==> src/hw/rtl/ffa_pkg.sv <==
`timescale 1ns / 1ps

package ffa_pkg;

  localparam int unsigned MAX_BLOCKS_DEF = 64;
  localparam int unsigned ADDR_BITS_DEF  = 24;
  localparam int unsigned FIELD_W        = 24;
  localparam int unsigned HDR_W          = 7;
  localparam int unsigned HEAP_RST       = 1048576;
  localparam int unsigned HDR_RST        = 16;

  // configuration register indexes
  localparam logic CFG_HEAP_BYTES   = 1'b0;
  localparam logic CFG_HEADER_BYTES = 1'b1;

  typedef enum logic [1:0] {
    CMD_INIT    = 2'd0,
    CMD_ALLOC   = 2'd1,
    CMD_RELEASE = 2'd2,
    CMD_RESIZE  = 2'd3
  } cmd_e;

  typedef enum logic [1:0] {
    STS_OK      = 2'd0,
    STS_NOSPACE = 2'd1,
    STS_NOTUSED = 2'd2,
    STS_KEPT    = 2'd3
  } sts_e;

  // entry table read address source
  typedef enum logic [1:0] {
    RS_NONE = 2'd0,
    RS_HEAD = 2'd1,
    RS_NEXT = 2'd2,
    RS_MA   = 2'd3
  } rd_sel_e;

  // entry table write operations
  typedef enum logic [2:0] {
    WR_NONE      = 3'd0,
    WR_INIT0     = 3'd1,
    WR_SPLIT_S   = 3'd2,
    WR_SPLIT_CUR = 3'd3,
    WR_TAKE      = 3'd4,
    WR_FREE      = 3'd5,
    WR_MERGE     = 3'd6,
    WR_PREVC     = 3'd7
  } wr_op_e;

  // spare slot stack operations
  typedef enum logic [1:0] {
    SP_NONE = 2'd0,
    SP_FILL = 2'd1,
    SP_POP  = 2'd2,
    SP_PUSH = 2'd3
  } sp_op_e;

  typedef enum logic [2:0] {
    RES_OK0     = 3'd0,
    RES_NOSPACE = 3'd1,
    RES_NOTUSED = 3'd2,
    RES_KEPT    = 3'd3,
    RES_GRANT   = 3'd4,
    RES_MOVED   = 3'd5
  } res_e;

  typedef struct packed {
    logic    ld_in;
    rd_sel_e rd_sel;
    logic    walk_clr;
    logic    walk_inc;
    logic    lat_cur;
    logic    lat_ri;
    logic    lat_a;
    logic    lat_c;
    logic    ma_ri;
    logic    ma_p;
    wr_op_e  wr_op;
    sp_op_e  sp_op;
    logic    sw_clr;
    logic    out_load;
    res_e    res_sel;
  } ffa_cmd_t;

  typedef struct packed {
    cmd_e cmd;
    logic addr_zero;
    logic head_valid;
    logic nxt_valid;
    logic cnt_last;
    logic rd_used;
    logic fit_hit;
    logic find_hit;
    logic len_ge;
    logic split_ok;
    logic b_merge;
    logic a_prev_valid;
    logic sw_last;
  } ffa_stat_t;

endpackage

==> src/hw/rtl/ffa_ctrl.sv <==
`timescale 1ns / 1ps

module ffa_ctrl (
  input  logic              clk_i,
  input  logic              rst_ni,
  input  logic              in_valid_i,
  output logic              in_ready_o,
  output logic              out_valid_o,
  input  logic              out_ready_i,
  output ffa_pkg::ffa_cmd_t cmd_o,
  input  ffa_pkg::ffa_stat_t stat_i
);
  import ffa_pkg::*;

  typedef enum logic [15:0] {
    S_IDLE    = 16'h0001,
    S_DISP    = 16'h0002,
    S_INIT_W  = 16'h0004,
    S_INIT_SW = 16'h0008,
    S_WALK    = 16'h0010,
    S_CHK     = 16'h0020,
    S_FIT_DEC = 16'h0040,
    S_SPLIT_S = 16'h0080,
    S_SPLIT_C = 16'h0100,
    S_REL_CLR = 16'h0200,
    S_M_RD    = 16'h0400,
    S_M_A     = 16'h0800,
    S_M_B     = 16'h1000,
    S_M_PC    = 16'h2000,
    S_M_END   = 16'h4000,
    S_DONE    = 16'h8000
  } state_e;

  state_e   state_q, state_d;
  logic     fit_q, fit_d;        // walker looks for a fit, else for a used address
  logic     moving_q, moving_d;  // resize that moves: release old block after alloc
  logic     second_q, second_d;  // merging the previous neighbor
  res_e     res_q, res_d;
  logic     out_valid_q, out_valid_d;
  ffa_cmd_t cmd;

  assign in_ready_o  = (state_q == S_IDLE);
  assign out_valid_o = out_valid_q;
  assign cmd_o       = cmd;

  always_comb begin
    state_d  = state_q;
    fit_d    = fit_q;
    moving_d = moving_q;
    second_d = second_q;
    res_d    = res_q;
    cmd      = '0;
    unique case (state_q)
      S_IDLE: begin
        if (in_valid_i) begin
          cmd.ld_in = 1'b1;
          state_d   = S_DISP;
        end
      end
      S_DISP: begin
        moving_d = 1'b0;
        unique case (stat_i.cmd)
          CMD_INIT: state_d = S_INIT_W;
          CMD_ALLOC: begin
            fit_d   = 1'b1;
            state_d = S_WALK;
          end
          CMD_RELEASE: begin
            if (stat_i.addr_zero) begin
              res_d   = RES_OK0;
              state_d = S_DONE;
            end else begin
              fit_d   = 1'b0;
              state_d = S_WALK;
            end
          end
          CMD_RESIZE: begin
            fit_d   = stat_i.addr_zero;
            state_d = S_WALK;
          end
          default: state_d = S_IDLE;
        endcase
      end
      S_INIT_W: begin
        cmd.wr_op  = WR_INIT0;
        cmd.sw_clr = 1'b1;
        state_d    = S_INIT_SW;
      end
      S_INIT_SW: begin
        cmd.sp_op = SP_FILL;
        if (stat_i.sw_last) begin
          res_d   = RES_OK0;
          state_d = S_DONE;
        end
      end
      S_WALK: begin
        if (stat_i.head_valid) begin
          cmd.rd_sel   = RS_HEAD;
          cmd.walk_clr = 1'b1;
          state_d      = S_CHK;
        end else begin
          res_d   = fit_q ? RES_NOSPACE : RES_NOTUSED;
          state_d = S_DONE;
        end
      end
      S_CHK: begin
        if (fit_q && stat_i.fit_hit) begin
          cmd.lat_cur = 1'b1;
          state_d     = S_FIT_DEC;
        end else if (!fit_q && stat_i.find_hit) begin
          cmd.lat_ri = 1'b1;
          if (stat_i.cmd == CMD_RELEASE) begin
            state_d = S_REL_CLR;
          end else if (stat_i.len_ge) begin
            res_d   = RES_KEPT;
            state_d = S_DONE;
          end else begin
            fit_d    = 1'b1;
            moving_d = 1'b1;
            state_d  = S_WALK;
          end
        end else if (stat_i.nxt_valid && !stat_i.cnt_last) begin
          cmd.rd_sel   = RS_NEXT;
          cmd.walk_inc = 1'b1;
        end else begin
          res_d   = fit_q ? RES_NOSPACE : RES_NOTUSED;
          state_d = S_DONE;
        end
      end
      S_FIT_DEC: begin
        if (stat_i.split_ok) begin
          cmd.sp_op = SP_POP;
          state_d   = S_SPLIT_S;
        end else begin
          cmd.wr_op = WR_TAKE;
          res_d     = RES_GRANT;
          state_d   = moving_q ? S_REL_CLR : S_DONE;
        end
      end
      S_SPLIT_S: begin
        cmd.wr_op = WR_SPLIT_S;
        state_d   = S_SPLIT_C;
      end
      S_SPLIT_C: begin
        cmd.wr_op = WR_SPLIT_CUR;
        res_d     = RES_GRANT;
        state_d   = moving_q ? S_REL_CLR : S_DONE;
      end
      S_REL_CLR: begin
        cmd.wr_op = WR_FREE;
        cmd.ma_ri = 1'b1;
        second_d  = 1'b0;
        res_d     = moving_q ? RES_MOVED : RES_OK0;
        state_d   = S_M_RD;
      end
      S_M_RD: begin
        cmd.rd_sel = RS_MA;
        state_d    = S_M_A;
      end
      S_M_A: begin
        cmd.lat_a = 1'b1;
        if (!stat_i.rd_used && stat_i.nxt_valid) begin
          cmd.rd_sel = RS_NEXT;
          state_d    = S_M_B;
        end else begin
          state_d = S_M_END;
        end
      end
      S_M_B: begin
        if (stat_i.b_merge) begin
          cmd.wr_op = WR_MERGE;
          cmd.sp_op = SP_PUSH;
          cmd.lat_c = 1'b1;
          state_d   = stat_i.nxt_valid ? S_M_PC : S_M_END;
        end else begin
          state_d = S_M_END;
        end
      end
      S_M_PC: begin
        cmd.wr_op = WR_PREVC;
        state_d   = S_M_END;
      end
      S_M_END: begin
        if (!second_q && stat_i.a_prev_valid) begin
          cmd.ma_p = 1'b1;
          second_d = 1'b1;
          state_d  = S_M_RD;
        end else begin
          state_d = S_DONE;
        end
      end
      S_DONE: begin
        if (!out_valid_q || out_ready_i) begin
          cmd.out_load = 1'b1;
          cmd.res_sel  = res_q;
          state_d      = S_IDLE;
        end
      end
      default: state_d = S_IDLE;
    endcase
  end

  always_comb begin
    if (cmd.out_load) begin
      out_valid_d = 1'b1;
    end else if (out_ready_i) begin
      out_valid_d = 1'b0;
    end else begin
      out_valid_d = out_valid_q;
    end
  end

  always_ff @(posedge clk_i or negedge rst_ni) begin
    if (!rst_ni) begin
      state_q     <= S_IDLE;
      fit_q       <= 1'b0;
      moving_q    <= 1'b0;
      second_q    <= 1'b0;
      res_q       <= RES_OK0;
      out_valid_q <= 1'b0;
    end else begin
      state_q     <= state_d;
      fit_q       <= fit_d;
      moving_q    <= moving_d;
      second_q    <= second_d;
      res_q       <= res_d;
      out_valid_q <= out_valid_d;
    end
  end

  a_accept_disp: assert property (@(posedge clk_i) disable iff (!rst_ni)
    (in_valid_i && in_ready_o) |=> (state_q == S_DISP))
    else $error("accepted item did not reach dispatch");

  a_moving_resize: assert property (@(posedge clk_i) disable iff (!rst_ni)
    (moving_q && state_q != S_IDLE && state_q != S_DISP) |-> (stat_i.cmd == CMD_RESIZE))
    else $error("moving flag outside a resize");

  a_out_from_done: assert property (@(posedge clk_i) disable iff (!rst_ni)
    $rose(out_valid_q) |-> $past(state_q == S_DONE))
    else $error("result raised outside done state");

endmodule

==> config.mk <==
export PLATFORM = sky130hd
export DESIGN_NAME = ffa_ctrl
export DESIGN_NICKNAME = d
export VERILOG_FILES = /design/src/hw/rtl/ffa_pkg.sv /design/src/hw/rtl/ffa_ctrl.sv
export SDC_FILE = /design/constraint.sdc
export NUM_CORES = 1
export LEC_CHECK = 0
export BUFFER_PORTS_ARGS = -buffer_cell sky130_fd_sc_hd__buf_2
export CAP_MARGIN = 20
export CORE_ASPECT_RATIO = 1.25
export CORE_MARGIN = 3
export CORE_UTILIZATION = 30
export CTS_CLUSTER_DIAMETER = 150
export DETAILED_ROUTE_END_ITERATION = 10
export SYNTH_ARGS = -nofsm -noshare
export SYNTH_HDL_FRONTEND = slang
export SYNTH_SLANG_ARGS = --single-unit
==> constraint.sdc <==
create_clock -name clk_i -period 5.7 [get_ports clk_i]
set_clock_uncertainty 0.2 [all_clocks]
set_input_delay 1.14 -clock clk_i [delete_from_list [all_inputs] [get_ports clk_i]]
set_output_delay 1.14 -clock clk_i [all_outputs]
set_load 0.01 [all_outputs]
==> insert_results.sql <==
INSERT INTO impl_metrics (metric_group, metric, value, unit) VALUES
('sta', 'achievable-frequency', '256', 'MHz'),
('clocking', 'cts.path.max_buffers', '2', ''),
('yosys', 'xor_xnor_cell_area_share_of_the_yosys_netlist', '0.00996', ''),
('grt', 'antenna_found_initial', '0', ''),
('sta', 'timing.final.hold_violations', '0', ''),
('floorplanning', 'design.core.area', '5560', 'um2'),
('cells_and_area', 'areaGrowthSynthToFinish', '16.4', '%'),
('power', 'sw_frac_of_total', '0.397', ''),
('floorplanning', 'design.portCount', '41', ''),
('route', 'route.met3.wl', '172', 'um'),
('yosys', 'syn_inst', '203', ''),
('grt', 'globalRouteTotalUtil', '0.153', ''),
('yosys', 'synth_compound_gate_area_share', '0.126', ''),
('floorplanning', 'chipHeight', '91.6', 'um'),
('sta', 'rsz0062_at_grt', 'no', ''),
('route', 'dr_total_vias', '1689', ''),
('yosys', 'synth_adder_area_share', '0.0285', ''),
('sta', 'max-slew-margin-rel', '0.337', ''),
('grt', 'global_route_wire_length_before_repair', '8.00', 'mm'),
('clocking', 'cts_setup_buffers', '0', ''),
('critical_path', 'critical_path.top_delay_family', 'simple AND/OR/NAND/NOR gates', ''),
('power', 'static-leakage-power', '0.00109', 'uW'),
('route', 'per_cell_routed_wire_length', '15.9', 'um'),
('critical_path', 'regToRegEndpoint', 'fit_q$_DFFE_PN0P_', ''),
('floorplanning', 'fp.dieArea', '6820', 'um2'),
('placement', 'dp_hpwl', '3.92', 'mm'),
('route', 'dr_wl_met2', '2.57', 'mm'),
('power', 'internal_power', '320', 'uW'),
('min_path', 'worst_hold_end', 'second_q$_DFFE_PN0P_', ''),
('yosys', 'proportion_of_netlist_area_held_by_the_largest_area_contributor', '0.313', ''),
('clocking', 'post_cts_resize_count', '0', ''),
('cells_and_area', 'drive_gt1_frac', '0.315', ''),
('min_path', 'holdPathStages', '2', ''),
('sta', 'setup_tns', '0', 'ns'),
('floorplanning', 'placementRows', '30', ''),
('yosys', 'yosys.area_share.simple', '0.420', ''),
('status', 'run_status', 'complete, no violations', ''),
('route', 'routed.top_layer', 'met4', ''),
('placement', 'gp_routability_congestion', '0.882', ''),
('sta', 'final_max_slew_viol_count', '0', ''),
('critical_path', 'worst_ep_arrival_time', '2.57', 'ns'),
('critical_path', 'cp_num_buf_inv', '1', ''),
('yosys', 'synth-seq-area-share', '0.328', ''),
('clocking', 'numCtsBuffers', '3', ''),
('power', 'power.combinational.fraction', '0.398', ''),
('critical_path', 'startpoint_type', 'flip-flop', ''),
('clocking', 'cts_root_buffer', 'sky130_fd_sc_hd__clkbuf_8', ''),
('grt', 'grt_remaining_overflow', '0', ''),
('critical_path', 'cp_cell_sequence', 'nor4_2 -> nand3_2 -> or4_4 -> nand4_1 -> buf_2', ''),
('sta', 'finalCritPeriodShare', '0.686', ''),
('yosys', 'synth.avg_cell_area', '8.66', 'um2'),
('power', 'switching_power', '211', 'uW'),
('critical_path', 'crit_path_max_delay_cell_type', 'sky130_fd_sc_hd__nor4_2', ''),
('route', 'ant_nets', '0', ''),
('floorplanning', 'die_width', '74.5', 'um'),
('clocking', 'cts_tree', 'done', ''),
('route', 'wirelength_met1', '1.98', 'mm'),
('cells_and_area', 'layout.nets', '264', ''),
('floorplanning', 'initial_core_util', '0.316', ''),
('critical_path', 'slowest_delay', '0.89', 'ns'),
('route', 'drtIter0Drc', '132', ''),
('yosys', 'synthesis.yosys.warnings', '0', ''),
('clocking', 'cts.sinks', '23', ''),
('yosys', 'ys_ff_latch', '23', ''),
('critical_path', 'setup.worst_path.class', 'flip-flop to primary output', ''),
('cells_and_area', 'antennaDiodeCount', '0', ''),
('yosys', 'synth.area.top_cells', 'sky130_fd_sc_hd__dfrtp_1 31%, sky130_fd_sc_hd__nor2_1 4.5%, sky130_fd_sc_hd__nand2_1 4.1%, sky130_fd_sc_hd__nor4_2 3.6%, sky130_fd_sc_hd__inv_1 3.4%', ''),
('grt', 'grt_max_degree', '24', ''),
('clocking', 'cts_max_level', '1', ''),
('min_path', 'hold_path_class', 'flip-flop to flip-flop', ''),
('power', 'max-vdd-ir-drop', '0.165', 'mV');
[how the worst max path moves through the flow]
| stage | end | start | slack [ns] |
|---|---|---|---|
| global placement | cmd_o[19] | stat_i[5] | 2.13 |
| detailed placement | cmd_o[19] | stat_i[5] | 2.11 |
| floorplan | cmd_o[19] | stat_i[5] | 2.37 |
| global route | cmd_o[7] | state_q[8]$_DFFE_PN0P_ | 1.65 |
| CTS | cmd_o[7] | state_q[8]$_DFFE_PN0P_ | 1.83 |
| finish | cmd_o[7] | state_q[8]$_DFFE_PN0P_ | 1.79 |
[stage by stage]
step	area (um2)	cells	setup WS [ns]	hold WS, ns	power, uW
after CTS	2050	305	1.83	0.311	533
after global placement	2000	301	2.13	0.280	425
after floorplan	1760	203	2.37	0.267	371
final	2050	305	1.79	0.306	531
after detailed placement	2000	301	2.11	0.289	426
after global routing	2050	305	1.65	0.333	572
[synth_stat cells, drive strengths merged]
cell / count
dfrtp: 22
nor2: 22
nand2: 19
inv: 17
o21ai: 10
nand4: 9
and2: 8
nor4: 8
nand3: 7
buf: 6
nor3: 6
or3: 6
nor4b: 5
or4: 5
ha: 4
nand2b: 4
a21oi: 3
mux2: 3
nor2b: 3
o31ai: 3
a21o: 2
a31oi: 2
and3b: 2
and4: 2
and4b: 2
o211ai: 2
o221ai: 2
or2: 2
or4b: 2
xnor2: 2
a2111oi: 1
a211oi: 1
a21boi: 1
a22o: 1
a22oi: 1
and2b: 1
and3: 1
dfstp: 1
mux2i: 1
nand3b: 1
nand4b: 1
o2111ai: 1
o21ba: 1
[state kept, by name, indices dropped and copies added, names as in the netlist]
signal	cells
state_q	16
res_q	3
fit_q	1
moving_q	1
out_valid_o	1
second_q	1
[layer usage]
metal | global-route usage | vias up
met3 | 0.0188 | 6
met1 | 0.181 | 824
li1 | - | 823
met4 | 0.0638 | 0
met5 | 0 | -
met2 | 0.269 | 36
[power groups by stage]
stage | Sequential, uW | Clock, uW | Combinational [uW]
6_report | 214 | 106 | 212
5_1_grt | 219 | 117 | 237
3_3_place_gp | 217 | 0 | 208
3_5_place_dp | 217 | 0 | 209
2_1_floorplan | 197 | 0 | 174
4_1_cts | 214 | 108 | 211
[logic make-up (layout without fill, tap and decap cells)]
logic type      after synthesis  count (layout)
simple gates                116             116
compound gates               31              31
flops                        23              23
buf+inv                      23              61
fa+ha+maj                     4               4
mux                           4               4
xor+xnor                      2               2
[cell type report]
cell class              count  area [um2]
clock buffers               3        41.3
flip-flops and latches     23         577
fillers                   605        3510
repair buffers             40         200
multi-input cells         157        1080
clock inverters             1        5.00
well taps                  64        80.1
inverters                  17        63.8
[placed cells by master, fill, tap and decap left out, drive strengths merged, types with 2 or more instances in the layout]
cell type	Yosys	routed
a21o	2	2
a21oi	3	3
a31oi	2	2
and2	8	8
and3b	2	2
and4	2	2
and4b	2	2
buf	6	40
clkbuf	0	3
dfrtp	22	22
ha	4	4
inv	17	17
mux2	3	3
nand2	19	19
nand2b	4	4
nand3	7	7
nand4	9	9
nor2	22	22
nor2b	3	3
nor3	6	6
nor4	8	8
nor4b	5	5
o211ai	2	2
o21ai	10	10
o221ai	2	2
o31ai	3	3
or2	2	2
or3	6	6
or4	5	5
or4b	2	2
xnor2	2	2
[worst register-to-register path, stage by stage (launching register included)]
cell and delay [ns]:
sky130_fd_sc_hd__dfrtp_1 0.44, sky130_fd_sc_hd__nor4_2 0.89, sky130_fd_sc_hd__nand4_1 0.45, sky130_fd_sc_hd__nor2_1 0.31
sky130_fd_sc_hd__nand2_1 0.13, sky130_fd_sc_hd__o31ai_1 0.10, sky130_fd_sc_hd__mux2_2 0.36
Power figures use the tool's default switching activity.
